===== config.mk =====
export PLATFORM = sky130hd
export DESIGN_NAME = first_fit_heap_allocator_unit
export DESIGN_NICKNAME = d
export VERILOG_FILES = /design/src/sv/ffha_pkg.sv /design/src/sv/ffha_ram.sv /design/src/sv/ffha_datapath.sv /design/src/sv/ffha_ctrl.sv /design/src/sv/first_fit_heap_allocator_unit.sv
export SDC_FILE = /design/constraint.sdc
export NUM_CORES = 2
export LEC_CHECK = 0
export BUFFER_PORTS_ARGS = -buffer_cell sky130_fd_sc_hd__buf_2
export CAP_MARGIN = 30
export CORE_MARGIN = 10
export CORE_UTILIZATION = 31
export DETAILED_ROUTE_END_ITERATION = 10
export HOLD_SLACK_MARGIN = 0.06
export MAX_ROUTING_LAYER = met4
export PLACE_DENSITY = 0.5
export SLEW_MARGIN = 5
export SYNTH_ARGS = -nofsm -noshare
export SYNTH_HDL_FRONTEND = slang
export SYNTH_HIERARCHICAL = 1
export SYNTH_SLANG_ARGS = --single-unit

===== constraint.sdc =====
create_clock -name i_clk -period 23.3 [get_ports i_clk]
set_input_delay 4.66 -clock i_clk [delete_from_list [all_inputs] [get_ports i_clk]]
set_output_delay 4.66 -clock i_clk [all_outputs]
set_load 0.01 [all_outputs]

===== src/sv/ffha_pkg.sv =====
// shared types and constants of the first-fit heap allocator
package ffha_pkg;

    localparam int HDR_W   = 8;
    localparam int SMIN_W  = 16;
    localparam int LIM_W   = 25;
    localparam int BYTES_W = 25;
    localparam int REQ_W   = 24;
    localparam int OFF_W   = 24;
    localparam int ST_W    = 3;
    localparam int CALLS_W = 32;
    localparam int START_W = 26;
    localparam int IN_W    = 48;
    localparam int CFG_IDX_W = 2;

    localparam logic [HDR_W-1:0]  HDR_RST  = 8'd24;
    localparam logic [SMIN_W-1:0] SMIN_RST = 16'd25;
    localparam logic [LIM_W-1:0]  LIM_RST  = 25'd65536;

    localparam logic [CFG_IDX_W-1:0] CFG_HEADER_BYTES  = 2'd0;
    localparam logic [CFG_IDX_W-1:0] CFG_SPLIT_MINIMUM = 2'd1;
    localparam logic [CFG_IDX_W-1:0] CFG_HEAP_LIMIT    = 2'd2;

    localparam logic [ST_W-1:0] ST_OK           = 3'd0;
    localparam logic [ST_W-1:0] ST_ZERO_SIZE    = 3'd1;
    localparam logic [ST_W-1:0] ST_NO_SPACE     = 3'd2;
    localparam logic [ST_W-1:0] ST_INVALID_FREE = 3'd3;
    localparam logic [ST_W-1:0] ST_DOUBLE_FREE  = 3'd4;
    localparam logic [ST_W-1:0] ST_TABLE_FULL   = 3'd5;

    typedef enum logic [1:0] {
        RD_SCAN  = 2'd0,
        RD_NEXT  = 2'd1,
        RD_SHIFT = 2'd2
    } t_rd_sel;

    typedef struct packed {
        logic    load;
        t_rd_sel rd_sel;
        logic    no_hit;
        logic    scan_eval;
        logic    nb_eval;
        logic    merge;
        logic    shift_wr;
        logic    ins_wr;
        logic    emit;
    } t_cmd;

    typedef struct packed {
        logic alloc;
        logic zero;
        logic scan_end;
        logic hit;
        logic hit_used;
        logic has_next;
        logic shift_go;
        logic split;
        logic shift_last;
    } t_stat;

endpackage


===== src/sv/ffha_ram.sv =====
// generic simple dual-port ram with registered read
module ffha_ram #(
    parameter int WIDTH = 26,
    parameter int DEPTH = 64
) (
    input  logic                     i_clk,
    input  logic                     i_we,
    input  logic [$clog2(DEPTH)-1:0] i_waddr,
    input  logic [WIDTH-1:0]         i_wdata,
    input  logic [$clog2(DEPTH)-1:0] i_raddr,
    output logic [WIDTH-1:0]         o_rdata
);

    logic [WIDTH-1:0] r_mem [DEPTH];
    logic [WIDTH-1:0] r_rdata;

    always_ff @(posedge i_clk) begin
        if (i_we) begin
            r_mem[i_waddr] <= i_wdata;
        end
        r_rdata <= r_mem[i_raddr];
    end

    assign o_rdata = r_rdata;

endmodule


===== src/sv/ffha_datapath.sv =====
// block table, heap registers and result registers of the allocator
module ffha_datapath #(
    parameter int MAX_BLOCKS = 64
) (
    input  logic                             i_clk,
    input  logic                             i_rst_n,
    input  logic                             i_cfg_we,
    input  logic [ffha_pkg::CFG_IDX_W-1:0]   i_cfg_idx,
    input  logic [ffha_pkg::LIM_W-1:0]       i_cfg_data,
    input  logic                             i_action,
    input  logic [ffha_pkg::REQ_W-1:0]       i_request_bytes,
    input  logic [ffha_pkg::OFF_W-1:0]       i_release_offset,
    input  ffha_pkg::t_cmd                   i_cmd,
    output ffha_pkg::t_stat                  o_stat,
    output logic [ffha_pkg::OFF_W-1:0]       o_payload_offset,
    output logic [ffha_pkg::ST_W-1:0]        o_status,
    output logic [$clog2(MAX_BLOCKS+1)-1:0]  o_used_blocks,
    output logic [ffha_pkg::CALLS_W-1:0]     o_allocate_calls
);

    localparam int AW = $clog2(MAX_BLOCKS);
    localparam int CW = $clog2(MAX_BLOCKS+1);
    localparam int BW = ffha_pkg::BYTES_W;
    localparam int EW = BW + 1;
    localparam logic [CW-1:0] MAX_CNT = CW'(MAX_BLOCKS);

    // configuration
    logic [ffha_pkg::HDR_W-1:0]  r_hdr;
    logic [ffha_pkg::SMIN_W-1:0] r_smin;
    logic [ffha_pkg::LIM_W-1:0]  r_lim;

    // persistent state
    logic [CW-1:0]                r_total;
    logic [BW-1:0]                r_heap;
    logic [ffha_pkg::CALLS_W-1:0] r_calls;
    logic [CW-1:0]                r_used;

    // per-request working registers
    logic                          r_alloc;
    logic [ffha_pkg::REQ_W-1:0]    r_req;
    logic [ffha_pkg::OFF_W-1:0]    r_rel;
    logic [BW-1:0]                 r_size;
    logic [CW-1:0]                 r_idx;
    logic [ffha_pkg::START_W-1:0]  r_start;
    logic                          r_prev_used;
    logic [BW-1:0]                 r_prev_bytes;
    logic [BW-1:0]                 r_cur;
    logic                          r_right;
    logic [CW-1:0]                 r_pos;
    logic [CW-1:0]                 r_src;
    logic [CW-1:0]                 r_last;
    logic                          r_up;
    logic [1:0]                    r_gap;
    logic                          r_split;
    logic                          r_shift_go;
    logic [ffha_pkg::OFF_W-1:0]    r_res_off;
    logic [ffha_pkg::ST_W-1:0]     r_res_st;

    // output registers
    logic [ffha_pkg::OFF_W-1:0]    r_out_off;
    logic [ffha_pkg::ST_W-1:0]     r_out_st;
    logic [CW-1:0]                 r_out_used;
    logic [ffha_pkg::CALLS_W-1:0]  r_out_calls;

    // ram port signals
    logic          w_we;
    logic [AW-1:0] w_waddr;
    logic [EW-1:0] w_wdata;
    logic [AW-1:0] w_raddr;
    logic [EW-1:0] w_rdata;

    logic                  rd_used;
    logic [BW-1:0]         rd_bytes;
    logic [26:0]           hdr_pos;
    logic                  alloc_fit;
    logic                  free_match;
    logic [BW-1:0]         left;
    logic                  do_split;
    logic [CW:0]           idx_p1;
    logic                  mg_left;
    logic [CW-1:0]         mg_pos;
    logic [BW-1:0]         mg_bytes;
    logic [1:0]            mg_r;
    logic [CW-1:0]         mg_total;
    logic [CW:0]           mg_src;
    logic                  mg_last_blk;
    logic [BW:0]           ap_sum;
    logic                  ap_nospace;
    logic                  ap_full;
    logic [CW-1:0]         sh_dst;

    assign rd_used    = w_rdata[BW];
    assign rd_bytes   = w_rdata[BW-1:0];
    assign hdr_pos    = {1'b0, r_start} + 27'(r_hdr);
    assign alloc_fit  = r_alloc && !rd_used && (rd_bytes >= r_size);
    assign free_match = !r_alloc && (hdr_pos == 27'(r_rel));
    assign left       = rd_bytes - r_size;
    assign do_split   = (left != '0) && (left >= BW'(r_smin)) && (r_total < MAX_CNT);
    assign idx_p1     = {1'b0, r_idx} + (CW+1)'(1);

    // merge: right neighbor already folded into r_cur, left one folded here
    assign mg_left     = (r_idx != '0) && !r_prev_used;
    assign mg_pos      = r_idx - CW'(mg_left);
    assign mg_bytes    = mg_left ? (r_prev_bytes + r_cur) : r_cur;
    assign mg_r        = {1'b0, r_right} + {1'b0, mg_left};
    assign mg_total    = r_total - CW'(mg_r);
    assign mg_src      = idx_p1 + (CW+1)'(r_right);
    assign mg_last_blk = (({1'b0, mg_pos}) + (CW+1)'(1)) == {1'b0, mg_total};

    assign ap_sum     = {1'b0, r_heap} + {1'b0, r_size};
    assign ap_nospace = ap_sum > {1'b0, r_lim};
    assign ap_full    = r_total >= MAX_CNT;

    assign sh_dst = r_up ? (r_src + CW'(1)) : (r_src - CW'(r_gap));

    // read address select
    always_comb begin
        case (i_cmd.rd_sel)
            ffha_pkg::RD_SCAN:  w_raddr = r_idx[AW-1:0];
            ffha_pkg::RD_NEXT:  w_raddr = idx_p1[AW-1:0];
            ffha_pkg::RD_SHIFT: w_raddr = r_src[AW-1:0];
            default:            w_raddr = r_idx[AW-1:0];
        endcase
    end

    // write port select
    always_comb begin
        w_we    = 1'b0;
        w_waddr = '0;
        w_wdata = '0;
        if (i_cmd.no_hit && r_alloc && !ap_nospace && !ap_full) begin
            w_we    = 1'b1;
            w_waddr = r_total[AW-1:0];
            w_wdata = {1'b1, r_size};
        end else if (i_cmd.scan_eval && alloc_fit) begin
            w_we    = 1'b1;
            w_waddr = r_idx[AW-1:0];
            w_wdata = {1'b1, do_split ? r_size : rd_bytes};
        end else if (i_cmd.merge && !mg_last_blk) begin
            w_we    = 1'b1;
            w_waddr = mg_pos[AW-1:0];
            w_wdata = {1'b0, mg_bytes};
        end else if (i_cmd.shift_wr) begin
            w_we    = 1'b1;
            w_waddr = sh_dst[AW-1:0];
            w_wdata = w_rdata;
        end else if (i_cmd.ins_wr) begin
            w_we    = 1'b1;
            w_waddr = r_pos[AW-1:0];
            w_wdata = {1'b0, r_cur};
        end
    end

    ffha_ram #(
        .WIDTH (EW),
        .DEPTH (MAX_BLOCKS)
    ) u_table (
        .i_clk   (i_clk),
        .i_we    (w_we),
        .i_waddr (w_waddr),
        .i_wdata (w_wdata),
        .i_raddr (w_raddr),
        .o_rdata (w_rdata)
    );

    // configuration registers
    always_ff @(posedge i_clk) begin
        if (!i_rst_n) begin
            r_hdr  <= ffha_pkg::HDR_RST;
            r_smin <= ffha_pkg::SMIN_RST;
            r_lim  <= ffha_pkg::LIM_RST;
        end else if (i_cfg_we) begin
            case (i_cfg_idx)
                ffha_pkg::CFG_HEADER_BYTES:  r_hdr  <= i_cfg_data[ffha_pkg::HDR_W-1:0];
                ffha_pkg::CFG_SPLIT_MINIMUM: r_smin <= i_cfg_data[ffha_pkg::SMIN_W-1:0];
                ffha_pkg::CFG_HEAP_LIMIT:    r_lim  <= i_cfg_data;
                default: ;
            endcase
        end
    end

    // persistent table state
    always_ff @(posedge i_clk) begin
        if (!i_rst_n) begin
            r_total <= '0;
            r_heap  <= '0;
            r_calls <= '0;
            r_used  <= '0;
        end else begin
            if (i_cmd.load && !i_action && (r_calls != '1)) begin
                r_calls <= r_calls + 1'b1;
            end
            if (i_cmd.no_hit && r_alloc && !ap_nospace && !ap_full) begin
                r_total <= r_total + 1'b1;
                r_used  <= r_used + 1'b1;
                r_heap  <= ap_sum[BW-1:0];
            end
            if (i_cmd.scan_eval && alloc_fit) begin
                r_used <= r_used + 1'b1;
            end
            if (i_cmd.merge) begin
                r_used <= r_used - 1'b1;
                if (mg_last_blk) begin
                    r_total <= mg_total - 1'b1;
                    r_heap  <= r_heap - mg_bytes;
                end else begin
                    r_total <= mg_total;
                end
            end
            if (i_cmd.ins_wr) begin
                r_total <= r_total + 1'b1;
            end
        end
    end

    // working registers
    always_ff @(posedge i_clk) begin
        if (i_cmd.load) begin
            r_alloc     <= !i_action;
            r_req       <= i_request_bytes;
            r_rel       <= i_release_offset;
            r_size      <= BW'(i_request_bytes) + BW'(r_hdr);
            r_idx       <= '0;
            r_start     <= '0;
            r_prev_used <= 1'b1;
            r_right     <= 1'b0;
            r_split     <= 1'b0;
            r_shift_go  <= 1'b0;
            r_res_off   <= '0;
            r_res_st    <= (!i_action && (i_request_bytes == '0)) ?
                           ffha_pkg::ST_ZERO_SIZE : ffha_pkg::ST_OK;
        end
        if (i_cmd.no_hit) begin
            if (r_alloc) begin
                if (ap_nospace) begin
                    r_res_st <= ffha_pkg::ST_NO_SPACE;
                end else if (ap_full) begin
                    r_res_st <= ffha_pkg::ST_TABLE_FULL;
                end else begin
                    r_res_off <= ffha_pkg::OFF_W'(r_heap + BW'(r_hdr));
                end
            end else if (r_rel != '0) begin
                r_res_st <= ffha_pkg::ST_INVALID_FREE;
            end
        end
        if (i_cmd.scan_eval) begin
            if (alloc_fit) begin
                r_res_off <= hdr_pos[ffha_pkg::OFF_W-1:0];
                if (do_split) begin
                    r_split    <= 1'b1;
                    r_cur      <= left;
                    r_pos      <= idx_p1[CW-1:0];
                    r_src      <= r_total - 1'b1;
                    r_last     <= idx_p1[CW-1:0];
                    r_up       <= 1'b1;
                    r_shift_go <= idx_p1 < {1'b0, r_total};
                end
            end else if (free_match) begin
                if (!rd_used) begin
                    r_res_st <= ffha_pkg::ST_DOUBLE_FREE;
                end else begin
                    r_cur <= rd_bytes;
                end
            end else begin
                r_start      <= r_start + ffha_pkg::START_W'(rd_bytes);
                r_prev_used  <= rd_used;
                r_prev_bytes <= rd_bytes;
                r_idx        <= r_idx + 1'b1;
            end
        end
        if (i_cmd.nb_eval) begin
            r_right <= !rd_used;
            if (!rd_used) begin
                r_cur <= r_cur + rd_bytes;
            end
        end
        if (i_cmd.merge && !mg_last_blk) begin
            r_src      <= mg_src[CW-1:0];
            r_last     <= r_total - 1'b1;
            r_up       <= 1'b0;
            r_gap      <= mg_r;
            r_shift_go <= (mg_r != '0) && (mg_src < {1'b0, r_total});
        end
        if (i_cmd.shift_wr && (r_src != r_last)) begin
            r_src <= r_up ? (r_src - 1'b1) : (r_src + 1'b1);
        end
    end

    // result register toward the output side
    always_ff @(posedge i_clk) begin
        if (i_cmd.emit) begin
            r_out_off   <= r_res_off;
            r_out_st    <= r_res_st;
            r_out_used  <= r_used;
            r_out_calls <= r_calls;
        end
    end

    assign o_stat.alloc      = r_alloc;
    assign o_stat.zero       = r_alloc && (r_req == '0);
    assign o_stat.scan_end   = r_idx == r_total;
    assign o_stat.hit        = alloc_fit || free_match;
    assign o_stat.hit_used   = rd_used;
    assign o_stat.has_next   = idx_p1 < {1'b0, r_total};
    assign o_stat.shift_go   = r_shift_go;
    assign o_stat.split      = r_split;
    assign o_stat.shift_last = r_src == r_last;

    assign o_payload_offset = r_out_off;
    assign o_status         = r_out_st;
    assign o_used_blocks    = r_out_used;
    assign o_allocate_calls = r_out_calls;

endmodule


===== src/sv/ffha_ctrl.sv =====
// sequencing state machine of the allocator
module ffha_ctrl (
    input  logic            i_clk,
    input  logic            i_rst_n,
    input  logic            i_in_valid,
    output logic            o_in_ready,
    output logic            o_out_valid,
    input  logic            i_out_ready,
    input  ffha_pkg::t_stat i_stat,
    output ffha_pkg::t_cmd  o_cmd
);

    typedef enum logic [10:0] {
        S_IDLE    = 11'b000_0000_0001,
        S_SCAN_RD = 11'b000_0000_0010,
        S_SCAN_EV = 11'b000_0000_0100,
        S_NB_RD   = 11'b000_0000_1000,
        S_NB_EV   = 11'b000_0001_0000,
        S_MERGE   = 11'b000_0010_0000,
        S_POST    = 11'b000_0100_0000,
        S_SH_RD   = 11'b000_1000_0000,
        S_SH_WR   = 11'b001_0000_0000,
        S_INS_WR  = 11'b010_0000_0000,
        S_DONE    = 11'b100_0000_0000
    } t_state;

    t_state r_state;
    t_state n_state;
    logic   r_out_valid;
    logic   accept;

    assign o_in_ready = (r_state == S_IDLE);
    assign accept     = o_in_ready && i_in_valid;

    always_comb begin
        n_state = r_state;
        o_cmd   = '0;
        o_cmd.rd_sel = ffha_pkg::RD_SCAN;
        case (r_state)
            S_IDLE: begin
                if (accept) begin
                    o_cmd.load = 1'b1;
                    n_state    = S_SCAN_RD;
                end
            end
            S_SCAN_RD: begin
                if (i_stat.zero) begin
                    n_state = S_DONE;
                end else if (i_stat.scan_end) begin
                    o_cmd.no_hit = 1'b1;
                    n_state      = S_DONE;
                end else begin
                    n_state = S_SCAN_EV;
                end
            end
            S_SCAN_EV: begin
                o_cmd.scan_eval = 1'b1;
                if (!i_stat.hit) begin
                    n_state = S_SCAN_RD;
                end else if (i_stat.alloc) begin
                    n_state = S_POST;
                end else if (!i_stat.hit_used) begin
                    n_state = S_DONE;
                end else if (i_stat.has_next) begin
                    n_state = S_NB_RD;
                end else begin
                    n_state = S_MERGE;
                end
            end
            S_NB_RD: begin
                o_cmd.rd_sel = ffha_pkg::RD_NEXT;
                n_state      = S_NB_EV;
            end
            S_NB_EV: begin
                o_cmd.nb_eval = 1'b1;
                n_state       = S_MERGE;
            end
            S_MERGE: begin
                o_cmd.merge = 1'b1;
                n_state     = S_POST;
            end
            S_POST: begin
                if (i_stat.shift_go) begin
                    n_state = S_SH_RD;
                end else if (i_stat.split) begin
                    n_state = S_INS_WR;
                end else begin
                    n_state = S_DONE;
                end
            end
            S_SH_RD: begin
                o_cmd.rd_sel = ffha_pkg::RD_SHIFT;
                n_state      = S_SH_WR;
            end
            S_SH_WR: begin
                o_cmd.shift_wr = 1'b1;
                if (!i_stat.shift_last) begin
                    n_state = S_SH_RD;
                end else if (i_stat.split) begin
                    n_state = S_INS_WR;
                end else begin
                    n_state = S_DONE;
                end
            end
            S_INS_WR: begin
                o_cmd.ins_wr = 1'b1;
                n_state      = S_DONE;
            end
            S_DONE: begin
                // wait here while the output register still holds a result
                if (!r_out_valid || i_out_ready) begin
                    o_cmd.emit = 1'b1;
                    n_state    = S_IDLE;
                end
            end
            default: begin
                n_state = S_IDLE;
            end
        endcase
    end

    always_ff @(posedge i_clk) begin
        if (!i_rst_n) begin
            r_state     <= S_IDLE;
            r_out_valid <= 1'b0;
        end else begin
            r_state <= n_state;
            if (o_cmd.emit) begin
                r_out_valid <= 1'b1;
            end else if (i_out_ready) begin
                r_out_valid <= 1'b0;
            end
        end
    end

    assign o_out_valid = r_out_valid;

endmodule


===== src/sv/first_fit_heap_allocator_unit.sv =====
// top level of the first-fit heap allocator with split and coalesce
//
//  channel  | direction | tdata (low bit up)                          | tuser
//  s_axis   | in        | request_bytes[23:0], release_offset[47:24]  | action[0]
//  m_axis   | out       | payload_offset, status, used_blocks, calls  | -
//  i_cfg_*  | in        | write enable, register index, write data    | -
//
// one request at a time; the walk over table entries and the entries moved by
// a split or merge both go through the single registered-read table ram. a
// zero-size allocate goes straight to the result without walking the table.
// reset is synchronous; the table ram has no clearing pass, only its count is
// reset. a finished result waits in the last state while the output register
// is still full, which stalls input.
module first_fit_heap_allocator_unit #(
    parameter int MAX_BLOCKS = 64
) (
    input  logic                                i_clk,
    input  logic                                i_rst_n,
    // request stream
    input  logic                                s_axis_tvalid,
    output logic                                s_axis_tready,
    input  logic [ffha_pkg::IN_W-1:0]           s_axis_tdata,  // request_bytes, release_offset
    input  logic [0:0]                          s_axis_tuser,  // action
    // result stream
    output logic                                m_axis_tvalid,
    input  logic                                m_axis_tready,
    // payload_offset, status, used_blocks, allocate_calls, zero fill
    output logic [((59 + $clog2(MAX_BLOCKS+1) + 7) / 8) * 8 - 1:0] m_axis_tdata,
    // configuration write port
    input  logic                                i_cfg_we,
    input  logic [ffha_pkg::CFG_IDX_W-1:0]      i_cfg_idx,
    input  logic [ffha_pkg::LIM_W-1:0]          i_cfg_data
);

    localparam int CW    = $clog2(MAX_BLOCKS+1);
    localparam int ST_LO = ffha_pkg::OFF_W;
    localparam int US_LO = ST_LO + ffha_pkg::ST_W;
    localparam int CA_LO = US_LO + CW;

    ffha_pkg::t_cmd  w_cmd;
    ffha_pkg::t_stat w_stat;

    logic [ffha_pkg::OFF_W-1:0]   w_off;
    logic [ffha_pkg::ST_W-1:0]    w_st;
    logic [CW-1:0]                w_used;
    logic [ffha_pkg::CALLS_W-1:0] w_calls;

    // sequencer
    ffha_ctrl u_ctrl (
        .i_clk       (i_clk),
        .i_rst_n     (i_rst_n),
        .i_in_valid  (s_axis_tvalid),
        .o_in_ready  (s_axis_tready),
        .o_out_valid (m_axis_tvalid),
        .i_out_ready (m_axis_tready),
        .i_stat      (w_stat),
        .o_cmd       (w_cmd)
    );

    // table, heap bookkeeping and result register
    ffha_datapath #(
        .MAX_BLOCKS (MAX_BLOCKS)
    ) u_datapath (
        .i_clk            (i_clk),
        .i_rst_n          (i_rst_n),
        .i_cfg_we         (i_cfg_we),
        .i_cfg_idx        (i_cfg_idx),
        .i_cfg_data       (i_cfg_data),
        .i_action         (s_axis_tuser[0]),
        .i_request_bytes  (s_axis_tdata[ffha_pkg::REQ_W-1:0]),
        .i_release_offset (s_axis_tdata[ffha_pkg::IN_W-1:ffha_pkg::REQ_W]),
        .i_cmd            (w_cmd),
        .o_stat           (w_stat),
        .o_payload_offset (w_off),
        .o_status         (w_st),
        .o_used_blocks    (w_used),
        .o_allocate_calls (w_calls)
    );

    // pack the result transfer
    always_comb begin
        m_axis_tdata = '0;
        m_axis_tdata[ST_LO-1:0]                     = w_off;
        m_axis_tdata[US_LO-1:ST_LO]                 = w_st;
        m_axis_tdata[CA_LO-1:US_LO]                 = w_used;
        m_axis_tdata[CA_LO+ffha_pkg::CALLS_W-1:CA_LO] = w_calls;
    end

endmodule

==> results.json <==
{
  "rsz0062_at_grt": "false",
  "clkPwrFrac_pct": 45.7,
  "switching_share_pct": 21.1,
  "syn_area_um2": 93700,
  "reg2reg_from": "u_datapath/r_idx[0]",
  "clkLatencyLatePin_ns": 0.94,
  "crit_required_ns": 23.80,
  "gr-total-overflow": 0,
  "pwr-share-seq_pct": 51.7,
  "initial_core_util_pct": 31.2,
  "synth_edf_count": 1852,
  "combinationalPowerShare_pct": 2.6,
  "ff2ff_setup_slack_ns": 14.65,
  "final_max_slew_viol_count": 0,
  "vias": 57100,
  "switchingPower_mw": 1.67,
  "r2r_end": "u_datapath/u_table/r_mem[54][18]",
  "crit_slowest_cell": "nor2_4",
  "cp-end-kind": "flip-flop",
  "synth_area_per_cell_um2": 15.0,
  "grtUsageTotal_pct": 17.5,
  "wire_per_inst_um": 27.1,
  "cp-startpoint": "u_datapath/r_idx[0]",
  "crit_path_end": "u_datapath/u_table/r_mem[54][18]",
  "dp_hpwl_um": 189000,
  "vias_per_cell": 5.38,
  "ant_nets": 0,
  "final_common_cell": "edfxtp_1",
  "gp_congestion": 0.895,
  "max_stage_delay_ns": 0.96,
  "first_pass_iters": 6,
  "rows": 201,
  "reg2reg_depth": 26,
  "areaGrowthSynthToFinish_pct": 14.9,
  "slew_headroom_pct": 29.3,
  "cts.sinks": 2099,
  "num_io_pins": 155,
  "ctsResizeCount": 0,
  "drtIter0Drc": 5697,
  "final_cell_mix": "edfxtp_1, mux4_2, nor2_1, a21oi_1, mux2i_1",
  "critPathKind": "reg2reg",
  "fillers": 28500,
  "yosysUniqueCellTypes": 90,
  "drt-total-wl_um": 288000,
  "multiInputGateArea_um2": 31700,
  "finalSetupViolations": 0,
  "cts_hold_buffers": 0,
  "drive_gt1_share_pct": 17.4,
  "clock_skew_ns": 0.134,
  "hold_depth": 0,
  "grt_pass1_wl_um": 410000,
  "p_leak_nw": 37.9,
  "synth_flop_cell": "edfxtp_1",
  "dp.cells": 10200,
  "p_int_mw": 6.23,
  "numPortBuffers": 148,
  "ys_async_sr_fraction_pct": 0,
  "ctsRootBufferMaster": "clkbuf_16",
  "worstMarginPinSlew_ns": 1.06,
  "final_cells": 10600,
  "fin_crit_ns": 8.65,
  "utilization_pct": 35.8,
  "hold_violations": 0,
  "hold_path.class": "reg2reg",
  "status": "complete, no violations",
  "synthesis.instances": 6242,
  "cts-buffers-inserted": 221,
  "clock.fmax_mhz": 116,
  "drc": 0,
  "cts_buffer_depth": 4,
  "final.period_utilization_pct": 37.1,
  "yosysWarnings": 6,
  "path_max_fanout": 62,
  "seq_area_um2": 60600,
  "grt_pass1_vias": 55300,
  "ys_seq_area_share_pct": 64.7,
  "die_h_um": 570,
  "cp.arrival_ns": 9.15,
  "cap_violations": 0,
  "synth_seq_cells": 2099,
  "cts_setup_buffers": 0,
  "fin_tns_setup_ns": 0,
  "core-area_um2": 300000,
  "path_clk_slew_ns": 0.06,
  "power_density_nw_per_um2": 73.4,
  "cts_tree": "done",
  "ir_drop_uv": 61.8,
  "die_w_um": 570,
  "finish.net_count": 6808,
  "cts_htree_levels": 4,
  "dieArea_um2": 325000,
  "antenna_found_initial": 17,
  "grt_max_degree": 112,
  "cp-start-kind": "flip-flop"
}
how the worst min path moves through the flow:
stage	startpoint	end	slack, ns
CTS	u_datapath/r_res_st[1]	u_datapath/o_status[1]	0.43
global route	u_datapath/r_res_st[1]	u_datapath/o_status[1]	0.45
global placement	u_datapath/r_res_st[1]	u_datapath/o_status[1]	0.42
detailed placement	u_datapath/r_res_st[1]	u_datapath/o_status[1]	0.42
floorplan	u_datapath/r_res_st[1]	u_datapath/o_status[1]	0.40
finish	u_datapath/r_res_st[1]	u_datapath/o_status[1]	0.44
metal layers:
metal  routed length, µm  GRT usage [%]  up-vias
met5                   0              -        -
met1              133000           25.2    29700
met4                7630           4.38        0
met3               18300           2.49      335
met2              129000           26.1     1997
li1                    -              -    25100
registers in the layout, summed over array words and instances, names as in the netlist, 8 cells and up:
name                         count
u_ctrl/r_state                  11
u_datapath/o_allocate_calls     32
u_datapath/o_payload_offset     24
u_datapath/r_calls              32
u_datapath/r_cur                25
u_datapath/r_hdr                 8
u_datapath/r_heap               25
u_datapath/r_lim                25
u_datapath/r_prev_bytes         25
u_datapath/r_rel                24
u_datapath/r_req                24
u_datapath/r_res_off            24
u_datapath/r_size               25
u_datapath/r_smin               16
u_datapath/r_start              26
u_datapath/u_table/o_rdata      26
u_datapath/u_table/r_mem      1664
synthesized netlist by cell type (13+ instances only):
cell type | count | share of area, %
edfxtp_1 | 1852 | 59
nor2_1 | 371 | 1.5
mux4_2 | 357 | 8.6
a21oi_1 | 322 | 1.7
mux2i_1 | 278 | 3.0
nand2_1 | 266 | 1.1
ha_1 | 252 | 3.4
dfxtp_1 | 247 | 5.3
o21ai_0 | 202 | 1.1
inv_1 | 192 | 0.77
clkbuf_1 | 171 | 0.69
xnor2_1 | 168 | 1.6
xor2_1 | 117 | 1.1
a22oi_1 | 106 | 0.85
nand3_1 | 102 | 0.55
a211oi_1 | 93 | 0.75
a31oi_1 | 83 | 0.55
a21o_1 | 82 | 0.66
nor3_1 | 66 | 0.35
o22ai_1 | 66 | 0.44
buf_2 | 64 | 0.34
buf_4 | 55 | 0.44
and3_1 | 52 | 0.35
nor2b_1 | 49 | 0.33
nand4_1 | 44 | 0.29
a221oi_1 | 43 | 0.40
nand2b_1 | 41 | 0.27
o21a_1 | 35 | 0.28
nor4_1 | 34 | 0.23
o31ai_1 | 32 | 0.26
o211ai_1 | 30 | 0.24
or3_1 | 26 | 0.17
and2_1 | 25 | 0.17
a311oi_1 | 21 | 0.20
nand3b_1 | 20 | 0.16
buf_1 | 18 | 0.072
o21bai_1 | 17 | 0.14
o2111ai_1 | 15 | 0.14
and4_1 | 13 | 0.12
area by class of cell:
cell class / count / share of cell area [%]
diodes: 11 / 0.0256
clock inverters: 153 / 1.56
repair buffers: 308 / 2.18
well taps: 3958 / 4.60
inverters: 197 / 0.688
flip-flops and latches: 2099 / 56.3
multi-input cells: 3636 / 29.4
clock buffers: 251 / 5.28
metrics by stage:
| step | power (mW) | hold WS, ns | cell area, µm² | worst slack (ns) |
|---|---|---|---|---|
| floorplan | 4.28 | 0.400 | 93700 | 14.83 |
| global placement | 4.36 | 0.419 | 99600 | 14.65 |
| global route | 8.16 | 0.449 | 108000 | 14.15 |
| CTS | 7.98 | 0.434 | 107000 | 14.70 |
| detailed placement | 4.36 | 0.419 | 100000 | 14.68 |
| finish | 7.90 | 0.439 | 108000 | 14.65 |
worst max-delay path: cells and delay by family (launching register included):
family                     cells  cell delay (ns)
AOI/OAI and AO/OA              7             1.82
DFF                            1             0.50
adders and majority gates      4             1.17
and+or+nand+nor                6             2.61
buffers and inverters          7             1.70
xor gates and xnor gates       2             0.45
power groups by stage:
| stage | registers [mW] | clock network, mW | logic (mW) |
|---|---|---|---|
| 2_1_floorplan | 4.16 | 0 | 0.123 |
| 3_3_place_gp | 4.16 | 0 | 0.197 |
| 3_5_place_dp | 4.16 | 0 | 0.199 |
| 4_1_cts | 4.08 | 3.70 | 0.201 |
| 5_1_grt | 4.08 | 3.86 | 0.221 |
| 6_report | 4.08 | 3.61 | 0.203 |
cell families after synthesis:
| group | after synthesis | synth area share, % |
|---|---|---|
| DFF | 2099 | 64.7 |
| AOI/OAI and AO/OA | 1271 | 8.88 |
| and+or+nand+nor | 1167 | 6.08 |
| muxes | 640 | 11.6 |
| buffers and inverters | 512 | 2.41 |
| xor gates and xnor gates | 288 | 2.74 |
| adders and majority gates | 264 | 3.62 |
| other | 1 | 0.00400 |
Note: power is estimated with default switching activity, not from simulation.
